--- src/hw/rtl/b64d_pkg.sv ---
// Shared types and constants of the base64 stream decoder.
// Used by the front, the group queue, the back and the top level; depends on nothing.
package b64d_pkg;

  localparam int unsigned GroupBytes        = 3;
  localparam int unsigned QueueDepthDefault = 4;

  // Up to three decoded bytes from one input word; bytes[0] leaves first.
  typedef struct packed {
    logic [GroupBytes-1:0][7:0] bytes;
    logic [1:0]                 count;
  } group_t;

  typedef struct packed {
    logic       stopped;
    logic [1:0] count;
  } front_status_t;

endpackage

--- src/hw/rtl/b64d_front.sv ---
// Front of the base64 stream decoder: maps each character, keeps the partial group
// and turns accepted words into groups of decoded bytes. Depends on b64d_pkg.
module b64d_front (
  input  logic                    clk_i,
  input  logic                    rst_ni,
  input  logic                    accept_i,
  input  logic [7:0]              symbol_i,
  input  logic                    final_req_i,
  output logic                    wr_o,
  output b64d_pkg::group_t        grp_o,
  output b64d_pkg::front_status_t status_o
);
  import b64d_pkg::*;

  localparam logic [7:0] SymNul = 8'h00;
  localparam logic [7:0] SymPad = 8'h3d;

  logic [17:0] acc_q, acc_d;
  logic [1:0]  cnt_q, cnt_d;
  logic        stopped_q, stopped_d;
  logic [5:0]  sym_val;
  logic        is_term;
  logic [23:0] full_word;
  group_t      grp;

  function automatic logic [5:0] map_symbol(input logic [7:0] c);
    logic [5:0] v;
    v = 6'd0;
    if (c >= 8'h41 && c <= 8'h5a) begin
      v = 6'(c - 8'h41);
    end else if (c >= 8'h61 && c <= 8'h7a) begin
      v = 6'(c - 8'h61 + 8'd26);
    end else if (c >= 8'h30 && c <= 8'h39) begin
      v = 6'(c - 8'h30 + 8'd52);
    end else if (c == 8'h2b) begin
      v = 6'd62;
    end else if (c == 8'h2f) begin
      v = 6'd63;
    end
    return v;
  endfunction

  // A partial group is flushed left-aligned; a single value yields no byte.
  function automatic group_t flush_partial(input logic [17:0] acc, input logic [1:0] cnt);
    group_t g;
    g = '0;
    unique case (cnt)
      2'd2: begin
        g.bytes[0] = acc[11:4];
        g.count    = 2'd1;
      end
      2'd3: begin
        g.bytes[0] = acc[17:10];
        g.bytes[1] = acc[9:2];
        g.count    = 2'd2;
      end
      default: g = '0;
    endcase
    return g;
  endfunction

  assign sym_val   = map_symbol(symbol_i);
  assign is_term   = (symbol_i == SymNul) || (symbol_i == SymPad);
  assign full_word = {acc_q, sym_val};

  always_comb begin
    acc_d     = acc_q;
    cnt_d     = cnt_q;
    stopped_d = stopped_q;
    grp       = '0;
    if (!stopped_q) begin
      if (is_term) begin
        grp       = flush_partial(acc_q, cnt_q);
        acc_d     = '0;
        cnt_d     = '0;
        stopped_d = 1'b1;
      end else if (cnt_q == 2'd3) begin
        grp.bytes[0] = full_word[23:16];
        grp.bytes[1] = full_word[15:8];
        grp.bytes[2] = full_word[7:0];
        grp.count    = 2'd3;
        acc_d        = '0;
        cnt_d        = '0;
      end else begin
        acc_d = {acc_q[11:0], sym_val};
        cnt_d = cnt_q + 2'd1;
      end
    end
    if (final_req_i) begin
      if (grp.count == 2'd0) begin
        grp = flush_partial(acc_d, cnt_d);
      end
      acc_d     = '0;
      cnt_d     = '0;
      stopped_d = 1'b0;
    end
  end

  always_ff @(posedge clk_i or negedge rst_ni) begin
    if (!rst_ni) begin
      acc_q     <= '0;
      cnt_q     <= '0;
      stopped_q <= 1'b0;
    end else if (accept_i) begin
      acc_q     <= acc_d;
      cnt_q     <= cnt_d;
      stopped_q <= stopped_d;
    end
  end

  assign wr_o     = accept_i && (grp.count != 2'd0);
  assign grp_o    = grp;
  assign status_o = '{stopped: stopped_q, count: cnt_q};

endmodule

--- src/hw/rtl/b64d_queue.sv ---
// Short queue of byte groups between the front and the back of the decoder.
// Depends on b64d_pkg for the group type.
module b64d_queue #(
  parameter int unsigned Depth = b64d_pkg::QueueDepthDefault
) (
  input  logic             clk_i,
  input  logic             rst_ni,
  input  logic             wr_i,
  input  b64d_pkg::group_t wr_data_i,
  output logic             full_o,
  input  logic             rd_i,
  output b64d_pkg::group_t rd_data_o,
  output logic             empty_o
);
  import b64d_pkg::*;

  localparam int unsigned PtrW = (Depth > 1) ? $clog2(Depth) : 1;
  localparam int unsigned CntW = $clog2(Depth + 1);

  group_t            mem_q [Depth];
  logic [PtrW-1:0]   wr_ptr_q, wr_ptr_d;
  logic [PtrW-1:0]   rd_ptr_q, rd_ptr_d;
  logic [CntW-1:0]   fill_q, fill_d;

  function automatic logic [PtrW-1:0] next_ptr(input logic [PtrW-1:0] p);
    return (p == PtrW'(Depth - 1)) ? '0 : p + PtrW'(1);
  endfunction

  assign full_o    = (fill_q == CntW'(Depth));
  assign empty_o   = (fill_q == '0);
  assign rd_data_o = mem_q[rd_ptr_q];

  always_comb begin
    wr_ptr_d = wr_i ? next_ptr(wr_ptr_q) : wr_ptr_q;
    rd_ptr_d = rd_i ? next_ptr(rd_ptr_q) : rd_ptr_q;
    fill_d   = fill_q;
    if (wr_i && !rd_i) begin
      fill_d = fill_q + CntW'(1);
    end else if (rd_i && !wr_i) begin
      fill_d = fill_q - CntW'(1);
    end
  end

  always_ff @(posedge clk_i or negedge rst_ni) begin
    if (!rst_ni) begin
      wr_ptr_q <= '0;
      rd_ptr_q <= '0;
      fill_q   <= '0;
    end else begin
      wr_ptr_q <= wr_ptr_d;
      rd_ptr_q <= rd_ptr_d;
      fill_q   <= fill_d;
    end
  end

  always_ff @(posedge clk_i) begin
    if (wr_i) begin
      mem_q[wr_ptr_q] <= wr_data_i;
    end
  end

endmodule

--- src/hw/rtl/b64d_back.sv ---
// Back of the base64 stream decoder: takes byte groups from the queue and hands
// them out one byte per word from an output register. Depends on b64d_pkg.
module b64d_back (
  input  logic             clk_i,
  input  logic             rst_ni,
  input  b64d_pkg::group_t q_data_i,
  input  logic             q_empty_i,
  output logic             q_rd_o,
  output logic [7:0]       data_byte_o,
  output logic             run_last_o,
  output logic             empty_o,
  input  logic             pop_i
);
  import b64d_pkg::*;

  group_t     grp_q;
  logic [1:0] idx_q;
  logic       valid_q;
  logic       last;
  logic       take;
  logic       free;

  assign last   = (idx_q + 2'd1) == grp_q.count;
  assign take   = pop_i && valid_q;
  assign free   = !valid_q || (take && last);
  assign q_rd_o = free && !q_empty_i;

  always_comb begin
    unique case (idx_q)
      2'd0:    data_byte_o = grp_q.bytes[0];
      2'd1:    data_byte_o = grp_q.bytes[1];
      2'd2:    data_byte_o = grp_q.bytes[2];
      default: data_byte_o = '0;
    endcase
  end

  assign run_last_o = last;
  assign empty_o    = !valid_q;

  always_ff @(posedge clk_i or negedge rst_ni) begin
    if (!rst_ni) begin
      valid_q <= 1'b0;
      idx_q   <= '0;
    end else if (q_rd_o) begin
      valid_q <= 1'b1;
      idx_q   <= '0;
    end else if (take && last) begin
      valid_q <= 1'b0;
    end else if (take) begin
      idx_q <= idx_q + 2'd1;
    end
  end

  always_ff @(posedge clk_i) begin
    if (q_rd_o) begin
      grp_q <= q_data_i;
    end
  end

endmodule

--- src/hw/rtl/base64_stream_decoder.sv ---
// Top level of the base64 stream decoder: front, group queue and back.
// Depends on b64d_pkg, b64d_front, b64d_queue and b64d_back.
//
// Characters enter as words on the push/full side: one word is taken at a rising
// edge with push high and full low, and one can be taken in every cycle.
// Decoded bytes leave on the empty/pop side, oldest first; a byte is taken at a
// rising edge with pop high and empty low. run_last_o marks the last byte that
// one character produced. A character yields zero to three bytes.
// A byte reaches the outputs through the group queue and then the back's output
// register; the output side delivers one byte per cycle while pop is high and the
// queue holds groups. Input throughput is one character per cycle as long as its
// average yield stays at or below one byte; otherwise the group queue between front
// and back (QueueDepth groups) fills and full rises. When the receiver stalls, the
// pending byte holds on the outputs, the queue fills and then full holds off the
// sender. Reset clears the partial group, rearms decoding and empties the queue.
module base64_stream_decoder #(
  parameter int unsigned QueueDepth = b64d_pkg::QueueDepthDefault
) (
  input  logic       clk_i,
  input  logic       rst_ni,
  input  logic       push,
  output logic       full,
  input  logic [7:0] symbol_i,
  input  logic       final_req_i,
  output logic       empty,
  input  logic       pop,
  output logic [7:0] data_byte_o,
  output logic       run_last_o
);
  import b64d_pkg::*;

  logic          accept;
  logic          q_wr;
  group_t        q_wr_data;
  logic          q_full;
  logic          q_rd;
  group_t        q_rd_data;
  logic          q_empty;
  front_status_t front_status;

  assign accept = push && !q_full;
  assign full   = q_full;

  b64d_front u_front (
    .clk_i       (clk_i),
    .rst_ni      (rst_ni),
    .accept_i    (accept),
    .symbol_i    (symbol_i),
    .final_req_i (final_req_i),
    .wr_o        (q_wr),
    .grp_o       (q_wr_data),
    .status_o    (front_status)
  );

  b64d_queue #(
    .Depth (QueueDepth)
  ) u_queue (
    .clk_i     (clk_i),
    .rst_ni    (rst_ni),
    .wr_i      (q_wr),
    .wr_data_i (q_wr_data),
    .full_o    (q_full),
    .rd_i      (q_rd),
    .rd_data_o (q_rd_data),
    .empty_o   (q_empty)
  );

  b64d_back u_back (
    .clk_i       (clk_i),
    .rst_ni      (rst_ni),
    .q_data_i    (q_rd_data),
    .q_empty_i   (q_empty),
    .q_rd_o      (q_rd),
    .data_byte_o (data_byte_o),
    .run_last_o  (run_last_o),
    .empty_o     (empty),
    .pop_i       (pop)
  );

  a_stopped_no_partial : assert property (@(posedge clk_i) disable iff (!rst_ni)
    front_status.stopped |-> (front_status.count == 2'd0))
    else $error("decoder stopped with a partial group held");

  a_final_rearms : assert property (@(posedge clk_i) disable iff (!rst_ni)
    (accept && final_req_i) |=> (!front_status.stopped && (front_status.count == 2'd0)))
    else $error("final word did not rearm the decoder");

  a_run_continues : assert property (@(posedge clk_i) disable iff (!rst_ni)
    (pop && !empty && !run_last_o) |=> !empty)
    else $error("byte run broken before its last byte");

  a_queue_read_safe : assert property (@(posedge clk_i) disable iff (!rst_ni)
    q_rd |-> !q_empty)
    else $error("group queue read while empty");

endmodule
--- config.mk ---
export PLATFORM = sky130hd
export DESIGN_NAME = base64_stream_decoder
export DESIGN_NICKNAME = d
export VERILOG_FILES = /design/src/hw/rtl/b64d_pkg.sv /design/src/hw/rtl/b64d_front.sv /design/src/hw/rtl/b64d_queue.sv /design/src/hw/rtl/b64d_back.sv /design/src/hw/rtl/base64_stream_decoder.sv
export SDC_FILE = /design/constraint.sdc
export NUM_CORES = 1
export LEC_CHECK = 0
export ABC_AREA = 1
export BUFFER_PORTS_ARGS = -buffer_cell sky130_fd_sc_hd__buf_2
export CAP_MARGIN = 20
export CORE_ASPECT_RATIO = 1.4
export CORE_MARGIN = 2
export CORE_UTILIZATION = 35
export CTS_CLUSTER_SIZE = 40
export DETAILED_ROUTE_END_ITERATION = 8
export SLEW_MARGIN = 20
export SYNTH_ARGS = -nofsm -noshare
export SYNTH_HDL_FRONTEND = slang
export SYNTH_SLANG_ARGS = --single-unit
--- constraint.sdc ---
create_clock -name clk_i -period 7.1 [get_ports clk_i]
set_clock_uncertainty 0.15 [all_clocks]
set_input_delay 0.355 -clock clk_i [delete_from_list [all_inputs] [get_ports clk_i]]
set_output_delay 0.355 -clock clk_i [all_outputs]
set_load 0.03 [all_outputs]
* After elaboration in Yosys (flattened, before gate mapping) *
Memory sizes are Yosys's and may differ from the RTL's. A register that Yosys moved wholly into a read port is not among the register bits.
Cells that the tools add are included.
Widths: inputs -> output; s select.

storage, ports and cells
  output and inout port bits = 11
  input port bits = 13
  bits in writable memories = 104
  register bits after elaboration = 31
  memories = 1
  logic and storage cells = 106

cells by class
  $lt $le $gt $ge = 6
  reduce and logical (&&, ||, !) cells = 27
  $add $sub $neg = 11
  equal/unequal tests = 15
  multiplexer cells = 37

memories
  memory         depth  bits a word  read ports  clocked after Yosys merged registers in  write ports  RTL line          RTL
  u_queue.mem_q  4      26           1           1                                        1            b64d_queue.sv:20  group_t mem_q [Depth];

operators by type and width
  cell                 count
  $mux 26              5
  $mux 18              4
  $pmux 10 s2          2
  $mux 6               5
  $eq 8x6->1 const B   3
  $pmux 8 s3           1
  $mux 2               9
  $ge 8x7->1 const B   2
  $le 8x7->1 const B   2
  $mux 8               2
  $eq 2x2->1 const B   7
  $sub 6x6->6 const B  2
  $logic_and 1x1->1    10
  $add 2x1->2 const B  4
  $ge 8x6->1 const B   1
  $le 8x6->1 const B   1
  $logic_not 8->1      1
  $reduce_bool 2->1    4
  $mux 1               7
  $add 6x5->6 const B  1
  $add 6x6->6 const B  1
  $mux 3               2
  $sub 6x1->6 const B  1
  $logic_not 1->1      5
  other kinds (10)     14

* Logic depth before layout (Yosys ltp) *
Gate-level depths: netlist (run 1).

  word-level depth = 18
  gate-level depth with buffers = 20
  mapped depth without buffers = 19

* Cells and area by module *
From an unflattened synthesis (run 1), not the netlist that was laid out.

unflattened totals
  cells, all modules = 840
  area total of the unflattened synthesis = 8202.9 um2

by module, submodules not included
  module                 area each (um2)  instances  sequential area each (um2)  cells an instance
  b64d_queue             4718.3           1          3298.2                      355
  b64d_front             2218.4           1          525.5                       366
  b64d_back              1256.2           1          855.8                       117
  base64_stream_decoder  10.0             1          0.0                         2

* Worst setup path after synthesis (run 1) *
OpenSTA, ideal clock, no wires.

  path kind = reg2reg
  from = reg u_back.idx_q[0]
  to = reg u_queue.fill_q[1]
  clock period less this slack = 4.077 ns
  data arrival time = 3.802 ns
  cell stages (with the launch flop) = 13
  library setup time = 0.125 ns
  path buffers = 0
  setup slack = 3.023 ns
  data required time = 6.825 ns
  cell sequence = dfrtp_1 inv_1 ha_1 xnor2_1 nand2_1 inv_1 a21oi_1 nor2_1 inv_1 ha_1 inv_1 fa_1 mux2_2

between the ends
  word-level cells in the longest chain between the ends = 8
  elaborated cells between the ends (all ways) = 10
  those cells by class = add/sub (1); eq/ne (1); mux (1); reduce/logical (7)

RTL lines
  element                 RTL line                     RTL
  from (decl)             b64d_back.sv:17              logic [1:0] idx_q;
  from (signal assigned)  b64d_back.sv:50              idx_q <= idx_q + 2'd1;
  $add 2x1->2             b64d_back.sv:23              assign last = (idx_q + 2'd1) == grp_q.count;
  $eq 2x2->1              b64d_back.sv:23
  net run_last_o          base64_stream_decoder.sv:28  output logic run_last_o
  $logic_and 1x1->1       b64d_back.sv:25              assign free = !valid_q || (take && last);
  $logic_or 1x1->1        b64d_back.sv:25
  $logic_and 1x1->1       b64d_back.sv:26              assign q_rd_o = free && !q_empty_i;
  net q_rd                base64_stream_decoder.sv:36  logic q_rd;
  $logic_not 1->1         b64d_queue.sv:37             if (wr_i && !rd_i) begin
  $logic_and 1x1->1       b64d_queue.sv:37
  $mux 3                  b64d_queue.sv:37
  net u_queue.fill_d[1]   b64d_queue.sv:23             logic [CntW-1:0] fill_q, fill_d;
  to (signal assigned)    b64d_queue.sv:52             fill_q <= fill_d;
  to (decl)               b64d_queue.sv:23

The timed path passes the listed nets, and every way through them passes these cells.
A chain may end at the register's enable or synchronous reset.

* Worst setup path in the final report (run 1) *
  from = reg u_front.cnt_q[1]
  to = reg u_queue.fill_q[2]

between the ends
  word-level cells in the longest chain between the ends = 13
  elaborated cells between the ends (all ways) = 23
  those cells by class = add/sub (1); eq/ne (4); mux (11); reduce/logical (7)

RTL lines
  element                                           RTL line                                              RTL
  from (decl)                                       b64d_front.sv:19                                      logic [1:0] cnt_q, cnt_d;
  from (signal assigned)                            b64d_front.sv:106                                     cnt_q <= cnt_d;
  $add 2x1->2 / $eq 2x2->1 (equally long branches)  b64d_front.sv:86, b64d_front.sv:47, b64d_front.sv:77
  $mux 2                                            b64d_front.sv:77                                      end else if (cnt_q == 2'd3) begin
  $mux 2                                            b64d_front.sv:72                                      if (is_term) begin
  $mux 2                                            b64d_front.sv:71                                      if (!stopped_q) begin
  $eq 2x2->1                                        b64d_front.sv:47                                      unique case (cnt)
  $pmux 10 s2                                       b64d_front.sv:47
  $mux 26                                           b64d_front.sv:90                                      if (grp.count == 2'd0) begin
  $mux 26 *                                         b64d_front.sv:89                                      if (final_req_i) begin
  $reduce_bool 2->1 *                               b64d_front.sv:111                                     assign wr_o = accept_i && (grp.count != 2'd0);
  $logic_and 1x1->1 *                               b64d_front.sv:111
  net q_wr                                          base64_stream_decoder.sv:33                           logic q_wr;
  $logic_not 1->1                                   b64d_queue.sv:39                                      end else if (rd_i && !wr_i) begin
  $logic_and 1x1->1                                 b64d_queue.sv:39
  $reduce_bool 2->1 (no line)                       n/a

Mark *: on every way through the listed nets, which the timed path passes. The rest lies on a longest branch.

==> key figures, run 1 <==
Clock tree
  • Worst-Skew Late Latency: 0.42 ns
  • Postcts setup bufs: 0
  • CTS tree: built
  • Hold_buf cts: 1
  • # resized after CTS: 0
  • Clock slew at reported path FFs: 0.07 ns
  • Total CTS buffers: 17
  • CTS Buffer Depth: 2
  • H-tree levels: 4
  • Sinks on the clock net: 161
  • Clk root buf: clkbuf_16

Floorplan
  • Num ports: 24
  • Core ar.: 0.0211 mm2
  • Chip height: 178 um
  • Row count: 63
  • Full die area: 0.0227 mm2
  • Die X: 128 um
  • Starting Density: 35.6%

Critical path
  • Crit path cell chain: ha_1 > inv_1 > nor2_2 > nand2_2 > nand2_1 > nor2_4 > nand2_4 > nand2_4 > inv_1 > ha_1 > inv_1 > fa_1 > a21oi_1 > o21ai_0 > xor2_1
  • Worst Path Max Fanout: 14
  • Reg2Reg Launch Point: u_front.cnt_q[1]
  • Worst R2R Path Depth: 15
  • CP Capture Type: flop
  • CP most frequent cell: inv_1
  • Flop2flop setup slack: 3.83 ns
  • Startpoint class of the critical path: flop
  • Crit path max-delay cell type: nor2_2
  • Critical path's top delay family: simple AND/OR/NAND/NOR gates
  • CP max stage delay: 0.52 ns
  • Critical path buffers and inverters: 3
  • Crit path required time: 7.25 ns
  • R2R Path End: u_queue.fill_q[2]
  • Worst path arrival time: 3.42 ns
  • Critical path type: reg2reg

Pwr
  • Clock power frac: 25.4%
  • Net Sw Power: 0.00126 W
  • Gate power share: 33.5%
  • VDD IR max: 187 uV
  • Internal power: 0.00209 W
  • Reg power frac: 41.1%
  • Leakage: 3.34 nW
  • PnR Total Power: 0.00336 W
  • Sw frac: 37.6%
  • Power Density: 396 mW/mm2

Final layout
  • Nets@finish: 757
  • Commonest cells after routing, fill and taps aside: edfxtp_1, nand2_1, o21ai_0
  • Most common cell after layout, fill and taps aside: edfxtp_1
  • Area growth, synth to finish: 12.6%
  • Ant. Diodes: 0
  • Finished Core Util: 40.1%
  • Share of cells above drive strength 1: 14.2%

Logic synthesis
  • Flops & latches, synth: 161
  • Synthesized cell area: 0.00753 mm2
  • Synth area leaders: edfxtp_1, dfrtp_1, nand2_1
  • Main synth FF type: edfxtp_1
  • Synthesized area per cell: 10.7 um2
  • Syn Nets: 734
  • Area fraction of the dominant cell type after synthesis: 51.8%
  • Post-Synthesis Cells: 701
  • Sequential fraction of the synthesis area: 62.1%
  • Synth Warn #: 0
  • Netlist cell types: 40
  • Async set-reset flop share out of synthesis: 19.3%
  • Post-synth EDFFs: 130
  • Yosys top cell by area: edfxtp_1

Global route
  • Largest net degree at the start of global routing: 56
  • Vias in the first global route: 5021
  • Total GRT Usage: 14.7%
  • Antenna violations before repair: 0
  • Wire length of the first global-routing pass: 25800 um
  • Grt total ovfl: 0

Drt
  • Residual DRC: 0
  • DR top layer: met4
  • Metal2 WL: 8560 um
  • Initial drt markers: 362
  • Drt total wl: 15900 um
  • Vias: 4945
  • Vias/cell: 4.96
  • Pre-antenna DRT Iters: 5
  • Routed WL per cell: 15.9 um
  • ANT nets after route: 0
  • Wire length on met1: 6610 um
  • Detail Route met3 WL: 391 um

Timing
  • Tcrit/Tclk final: 46.1%
  • RSZ-0062 raised after global routing: no
  • Slew margin rel.: 43.1%
  • Final min period: 3.27 ns
  • Fin. Hold Viols: 0
  • Setup tns final: 0 ns
  • Final setup viols: 0
  • Fin. max-slew vios: 0
  • Slew @ Worst Pin: 0.852 ns
  • Max Clock Freq: 0.305 GHz
  • Worst Setup Slack, final: 3.83 ns

Min path
  • Worst Hold Path EP: u_front.acc_q[2]
  • Hold Path Origin: final_req_i
  • Cells on Worst Hold Path: 4
  • Worst Hold Class: in2reg

Placement
  • RePlAce Congestion: 0.910
  • Final HPWL DP: 11100 um
  • Port bufs: 23
  • Worst slack, placed: 3.85 ns

Run
  • Maxcap violations: 0

Status
  • Status: finished, final reports clean
==> layer usage <==
| metal | vias up | global-route usage (%) |
|---|---|---|
| li1 | 2486 | - |
| met2 | 87 | 27.2 |
| met1 | 2356 | 16.9 |
| met4 | 0 | 5.91 |
| met5 | - | 0 |
| met3 | 16 | 2.32 |
==> worst max-delay path by stage <==
stage	end	cells past startpoint	startpoint	slack, ns
finish	u_queue.fill_q[2]	15	u_front.cnt_q[1]	3.83
global route	u_queue.fill_q[2]	15	u_front.cnt_q[1]	3.54
CTS	u_queue.fill_q[2]	15	u_front.cnt_q[1]	3.84
detailed placement	u_queue.fill_q[2]	15	u_front.cnt_q[1]	3.85
global placement	u_queue.fill_q[2]	13	u_front.stopped_q	3.87
floorplan	u_queue.fill_q[1]	12	u_back.idx_q[0]	3.02
==> final cells by class <==
| cell class | instances | area, um2 |
|---|---|---|
| clock buffer | 18 | 439 |
| clock inverter | 14 | 121 |
| fill | 2048 | 12600 |
| inverter | 73 | 277 |
| multi-input combinational | 439 | 2450 |
| sequential | 161 | 4680 |
| tap | 260 | 325 |
| timing repair buffer | 32 | 185 |
==> power by group through the flow <==
stage          combinational, W  clock (W)  sequential (W)
3_5_place_dp            0.00115          0         0.00140
2_1_floorplan          0.000829          0         0.00138
3_3_place_gp            0.00113          0         0.00140
5_1_grt                 0.00127   0.000904         0.00140
4_1_cts                 0.00115   0.000869         0.00138
6_report                0.00113   0.000852         0.00138
==> synthesized netlist by cell type, types with 4 or more instances <==
master      n
clkbuf_1   23
inv_1      66
nand2_2     4
edfxtp_1  130
nand2_4     6
o211ai_1    5
nand2_1   115
nor2_2      7
ha_1       19
a22oi_1    15
o21ai_0    75
inv_2       5
nor2_1     74
o22ai_1    41
dfrtp_1    31
nor2_4      6
a21oi_1     6
xor2_1      7
nand3_1    28
==> state kept, by name (all words and copies together) (netlist names) <==
signal             count
u_queue.mem_q        104
u_queue.fill_q         3
u_front.acc_q         18
u_front.stopped_q      1
u_queue.rd_ptr_q       2
u_front.cnt_q          2
u_back.valid_q         1
u_queue.wr_ptr_q       2
u_back.idx_q           2
u_back.grp_q          26
==> worst register-to-register path: stages, from the launching register on <==
cell	delay, ns
dfrtp_1	0.41
ha_1	0.26
inv_1	0.07
nor2_2	0.52
nand2_2	0.27
nand2_1	0.18
nor2_4	0.06
nand2_4	0.08
nand2_4	0.08
inv_1	0.10
ha_1	0.14
inv_1	0.06
fa_1	0.37
a21oi_1	0.14
o21ai_0	0.11
xor2_1	0.15
==> per-stage QoR <==
step	cells	area (um2)	hold slack (ns)
final	997	8480	0.167
after global routing	997	8480	0.186
after global placement	964	7910	0.318
after floorplan	701	7530	-0.0906
after detailed placement	964	7910	0.318
after CTS	997	8480	0.155
==> cell families (layout without fill, tap and decap cells) <==
family	Yosys count	in the layout	share of synthesized area (%)
buffers and inverters	101	137	5.32
XOR/XNOR	10	10	1.16
flip-flops	161	161	62.1
AND/OR/NAND/NOR	257	257	16.2
multiplexers	1	1	0.150
AO/OA/AOI/OAI	151	151	11.6
adder cells (fa/ha/maj)	20	20	3.42
(Power assumes the default switching activity.)
==> inputs of run 2 (changes only) <==
ABC_AREA = 0   (was 1)
clock period = 3.1 ns   (was 7.1 ns; I/O delays follow)
==> key figures, run 2 <==
Logic synthesis
  • Synth area leaders: edfxtp_1, dfrtp_1, mux4_2
  • Yosys top cell by area: edfxtp_1
  • Area fraction of the dominant cell type after synthesis: 53.3%
  • Netlist cell types: 67
  • Most frequent cell after synthesis: edfxtp_1
  • Post-Synthesis Cells: 487
  • Post-synth EDFFs: 130
  • Synthesized area per cell: 15.0 um2
  • Async set-reset flop share out of synthesis: 19.3%
  • Syn Nets: 520
  • Sequential fraction of the synthesis area: 63.9%
  • Synth Warn #: 0
  • Main synth FF type: edfxtp_1
  • Synthesized cell area: 0.00732 mm2
  • Commonest cells in the netlist: edfxtp_1, nor2_1, dfrtp_1
  • Flops & latches, synth: 161

Timing
  • Fin. Hold Viols: 0
  • Worst Setup Slack, final: 0.440 ns
  • Fin. max-slew vios: 0
  • Final min period: 2.66 ns
  • Slew @ Worst Pin: 0.781 ns
  • Max Clock Freq: 0.376 GHz
  • Slew margin rel.: 48.0%
  • Setup tns final: 0 ns
  • Tcrit/Tclk final: 85.8%
  • Final setup viols: 0
  • RSZ-0062 raised after global routing: no

Placement
  • Final HPWL DP: 10200 um
  • Worst slack, placed: 0.173 ns
  • Port bufs: 23
  • RePlAce Congestion: 0.845

Critical path
  • R2R Path End: u_queue.fill_q[1]
  • Worst R2R Path Depth: 12
  • Critical path capture point: u_queue.fill_q[1]
  • Crit path required time: 3.25 ns
  • Flop2flop setup slack: 0.44 ns
  • Critical path type: reg2reg
  • Startpoint class of the critical path: flop
  • CP Launch Point: u_back.idx_q[1]
  • Worst Path Max Fanout: 4
  • Worst path arrival time: 2.81 ns
  • CP Capture Type: flop
  • Reg2Reg Launch Point: u_back.idx_q[1]

Final layout
  • Largest register FFs: 104
  • Share of cells above drive strength 1: 23.7%
  • Regs by FF count: u_queue.mem_q (104), u_back.grp_q (26), u_front.acc_q (18)
  • Biggest register: u_queue.mem_q
  • Nets@finish: 556
  • Fill count: 1833
  • Ant. Diodes: 0
  • Commonest cells after routing, fill and taps aside: edfxtp_1, nor2_1, dfrtp_1
  • Most common cell after layout, fill and taps aside: edfxtp_1
  • Area growth, synth to finish: 15.5%

Clock tree
  • H-tree levels: 4
  • # resized after CTS: 0
  • Clk root buf: clkbuf_16
  • Postcts setup bufs: 0
  • Sinks on the clock net: 161
  • CTS tree: built
  • Clock slew at reported path FFs: 0.06 ns
  • CTS Buffer Depth: 2
  • Total CTS buffers: 17
  • Worst-Skew Late Latency: 0.41 ns

Run
  • Maxcap violations: 0

Pwr
  • Sw frac: 32.3%
  • Internal power: 0.00503 W
  • Gate power share: 30.6%
  • Reg power frac: 41.8%
  • VDD IR max: 380 uV
  • Net Sw Power: 0.00240 W
  • Clock power frac: 27.6%
  • Leakage: 2.99 nW
  • Power Density: 878 mW/mm2

Global route
  • Grt total ovfl: 0
  • Total GRT Usage: 14.0%
  • Vias in the first global route: 4389
  • Largest net degree at the start of global routing: 32
  • Wire length of the first global-routing pass: 24000 um
  • Antenna violations before repair: 0

Drt
  • Residual DRC: 0
  • Pre-antenna DRT Iters: 5
  • Initial drt markers: 398
  • Vias/cell: 5.33
  • Vias: 4220
  • ANT nets after route: 0
  • Routed WL per cell: 18.2 um
  • Drt total wl: 14400 um

Floorplan
  • Starting Density: 35.6%
  • Chip height: 175 um
  • Num ports: 24
  • Row count: 62
  • Die X: 126 um
  • Core ar.: 0.0206 mm2
  • Full die area: 0.0221 mm2

Min path
  • Worst Hold Class: in2reg

Status
  • Status: finished, final reports clean
[run 2: worst min path at each step]
stage           startpoint             endpoint  cells past startpoint
2_1_floorplan       rst_ni      u_back.idx_q[0]                      0
4_1_cts        final_req_i    u_front.stopped_q                      2
3_3_place_gp        rst_ni  u_queue.wr_ptr_q[1]                      1
3_5_place_dp        rst_ni  u_queue.wr_ptr_q[1]                      1
5_1_grt        final_req_i    u_front.stopped_q                      2
6_report       final_req_i    u_front.stopped_q                      2
[run 2: cell type report]
| class | instances | area, um2 | area share (%) |
|---|---|---|---|
| flip-flops and latches | 161 | 4680 | 55.3 |
| multi-input cells | 282 | 2460 | 29.1 |
| clock buffers | 17 | 425 | 5.03 |
| repair buffers | 45 | 350 | 4.14 |
| well taps | 256 | 320 | 3.79 |
| clock inverters | 15 | 166 | 1.97 |
| inverters | 16 | 60.1 | 0.710 |
[run 2: power by group through the flow]
stage               combinational [W]  clock, W  sequential (W)
floorplan                     0.00174         0         0.00304
global placement              0.00228         0         0.00314
detailed placement            0.00231         0         0.00316
CTS                           0.00232   0.00209         0.00312
global route                  0.00251   0.00219         0.00316
finish                        0.00227   0.00205         0.00311
[run 2: metrics by stage]
step | power (W) | util, % | area (um2) | hold WS [ns] | cells
3_5_place_dp | 0.00547 | 38.1 | 7840 | 0.130 | 757
5_1_grt | 0.00786 | 41.2 | 8460 | 0.0757 | 792
4_1_cts | 0.00753 | 41.2 | 8460 | 0.0275 | 792
2_1_floorplan | 0.00478 | - | 7330 | -0.291 | 487
3_3_place_gp | 0.00542 | 38.1 | 7840 | 0.116 | 757
6_report | 0.00743 | 41.2 | 8460 | 0.0452 | 792
[run 2: cell families after synthesis]
group / after synthesis / synth area share (%)
AO/OA/AOI/OAI: 114 / 12.4
buffers and inverters: 44 / 2.68
multiplexers: 32 / 8.90
XOR/XNOR: 9 / 1.08
AND/OR/NAND/NOR: 107 / 7.52
flip-flops: 161 / 63.9
adder cells (fa/ha/maj): 20 / 3.52
[run 2: metal layers]
metal	routed length, um	up-vias	share of wire [%]	global-route usage, %
met5	0	-	0	0
met4	366	0	2.5	5.95
met3	388	20	2.7	2.76
met2	7840	89	54	24.8
met1	5840	2129	40	16.4
li1	-	1982	-	-
[run 2: timing repair]
action	in CTS	in global routing
hold buffers	3	0
setup endpoints to repair	0	0
hold endpoints to repair	34	0
[run 2: worst max-delay path, stage by stage (launching register included)]
cell     delay [ns]
dfrtp_1        0.39
inv_1          0.08
ha_1           0.31
xor2_1         0.18
nor2_2         0.14
nand2_1        0.06
nand2_1        0.11
o31a_4         0.16
inv_1          0.04
ha_1           0.19
inv_1          0.07
fa_1           0.40
mux2_2         0.27
==> inputs of run 3 (changes only) <==
CORE_UTILIZATION = 55   (was 35)
PLACE_DENSITY = 0.72   (was not set)
==> key figures, run 3 (same netlist as run 2, synthesis figures left out) <==
Critical path
  • Worst Path Max Fanout: 4
  • Worst path arrival time: 2.86 ns
  • Startpoint class of the critical path: flop
  • Crit path required time: 3.25 ns
  • Crit path max-delay cell type: fa_1
  • Critical path buffers and inverters: 3
  • CP Capture Type: flop
  • Critical path's top delay family: adder cells
  • CP most frequent cell: inv_1
  • Critical path type: reg2reg
  • CP max stage delay: 0.40 ns
  • Crit path cell chain: inv_1 > ha_1 > xor2_1 > nor2_2 > nand2_1 > nand2_1 > o31a_4 > inv_1 > ha_1 > inv_1 > fa_1 > mux2_2

Timing
  • Max Clock Freq: 0.369 GHz
  • Fin. max-slew vios: 0
  • Fin. Hold Viols: 0
  • Worst hold slack: 0.0583 ns
  • Slew @ Worst Pin: 0.780 ns
  • Tcrit/Tclk final: 87.4%
  • Slew margin rel.: 47.5%
  • Final setup viols: 0
  • Final min period: 2.71 ns
  • RSZ-0062 raised after global routing: no
  • Setup tns final: 0 ns

Clock tree
  • Clk root buf: clkbuf_16
  • CTS Buffer Depth: 2
  • Clock slew at reported path FFs: 0.07 ns
  • Total CTS buffers: 17
  • H-tree levels: 4
  • Worst-Skew Late Latency: 0.42 ns
  • Postcts setup bufs: 0
  • CTS tree: built
  • # resized after CTS: 0
  • Sinks on the clock net: 161

Final layout
  • Share of cells above drive strength 1: 23.6%
  • Regs by FF count: u_queue.mem_q (104), u_back.grp_q (26), u_front.acc_q (18)
  • Most common cell after layout, fill and taps aside: edfxtp_1
  • Ant. Diodes: 0
  • Nets@finish: 557
  • Design Area, Final: 0.00833 mm2
  • Commonest cells after routing, fill and taps aside: edfxtp_1, nor2_1, dfrtp_1
  • Largest register FFs: 104
  • Fill count: 938
  • Biggest register: u_queue.mem_q
  • Area of the multi-input gates: 0.00246 mm2
  • Register area: 0.00468 mm2
  • Area growth, synth to finish: 13.7%

Floorplan
  • Core ar.: 0.0129 mm2
  • Chip height: 141 um
  • Row count: 49
  • Die X: 102 um
  • Full die area: 0.0143 mm2
  • Num ports: 24
  • Starting Density: 56.6%

Global route
  • Grt total ovfl: 0
  • Largest net degree at the start of global routing: 32
  • Antenna violations before repair: 0
  • Total GRT Usage: 22.9%
  • Vias in the first global route: 4443
  • Wire length of the first global-routing pass: 24100 um

Drt
  • Vias: 4340
  • Pre-antenna DRT Iters: 5
  • Drt total wl: 15200 um
  • Vias/cell: 6.07
  • ANT nets after route: 0
  • Residual DRC: 0
  • Routed WL per cell: 21.2 um
  • Initial drt markers: 328

Status
  • Status: finished, final reports clean

Placement
  • Port bufs: 23
  • Final HPWL DP: 9990 um
  • DP Area: 0.00774 mm2
  • RePlAce Congestion: 0.880

Pwr
  • Power Density: 883 mW/mm2
  • VDD IR max: 450 uV
  • Leakage: 2.98 nW

Min path
  • Worst Hold Class: in2reg

Run
  • Maxcap violations: 0
run 3: changes by cell type in the layout (fill, tap and decap cells not counted), sizes merged:
cell / before / now
clkinv: 2 / 6
buf: 42 / 43
inv: 24 / 21
bufinv: 2 / 1
run 3: power breakdown:
part           internal, W  total (W)  switching, W
Sequential         0.00287    0.00306      0.000190
Clock              0.00111    0.00197      0.000853
Combinational     0.000942    0.00233       0.00139
Total              0.00492    0.00735       0.00243
run 3: worst paths after layout:
path                              startpoint           endpoint  slack (ns)  depth (start not counted)
hold reg to reg            u_front.acc_q[17]  u_front.acc_q[17]        0.41                          2
min in group asynchronous             rst_ni   u_front.acc_q[6]        0.19                          2
max in group asynchronous             rst_ni     u_back.valid_q        2.11                          2
setup / recovery             u_back.idx_q[1]  u_queue.fill_q[1]        0.39                         12
hold / removal                   final_req_i  u_front.stopped_q        0.06                          2
setup reg to reg             u_back.idx_q[1]  u_queue.fill_q[1]        0.39                         12
run 3: area by class of cell:
class | instances | share of cell area [%]
inverters | 16 | 0.721
well taps | 178 | 2.68
clock inverters | 15 | 1.61
flip-flops and latches | 161 | 56.2
multi-input cells | 282 | 29.5
clock buffers | 17 | 5.11
repair buffers | 46 | 4.15
run 3: through the flow:
stage	utilization [%]	std cells	power (W)	setup WS (ns)
2_1_floorplan	-	487	0.00478	0.0238
3_3_place_gp	59.8	680	0.00536	0.205
3_5_place_dp	59.8	680	0.00545	0.143
4_1_cts	64.4	715	0.00742	0.388
5_1_grt	64.4	715	0.00772	0.206
6_report	64.4	715	0.00735	0.390
run 3: routing by layer:
metal | part of all wire (%) | vias to the layer above | GRT usage [%] | routed length (um)
li1 | - | 1977 | - | -
met1 | 40 | 2197 | 27.8 | 6010
met2 | 54 | 134 | 40.2 | 8200
met3 | 3.3 | 32 | 3.99 | 500
met4 | 3.0 | 0 | 8.96 | 461
met5 | 0 | - | 0 | 0
run 3: what timing repair did:
item                                    4_1_cts  5_1_grt
hold buffers                                  3        0
hold endpoints to repair                     33        0
endpoints found under the setup margin        0        0
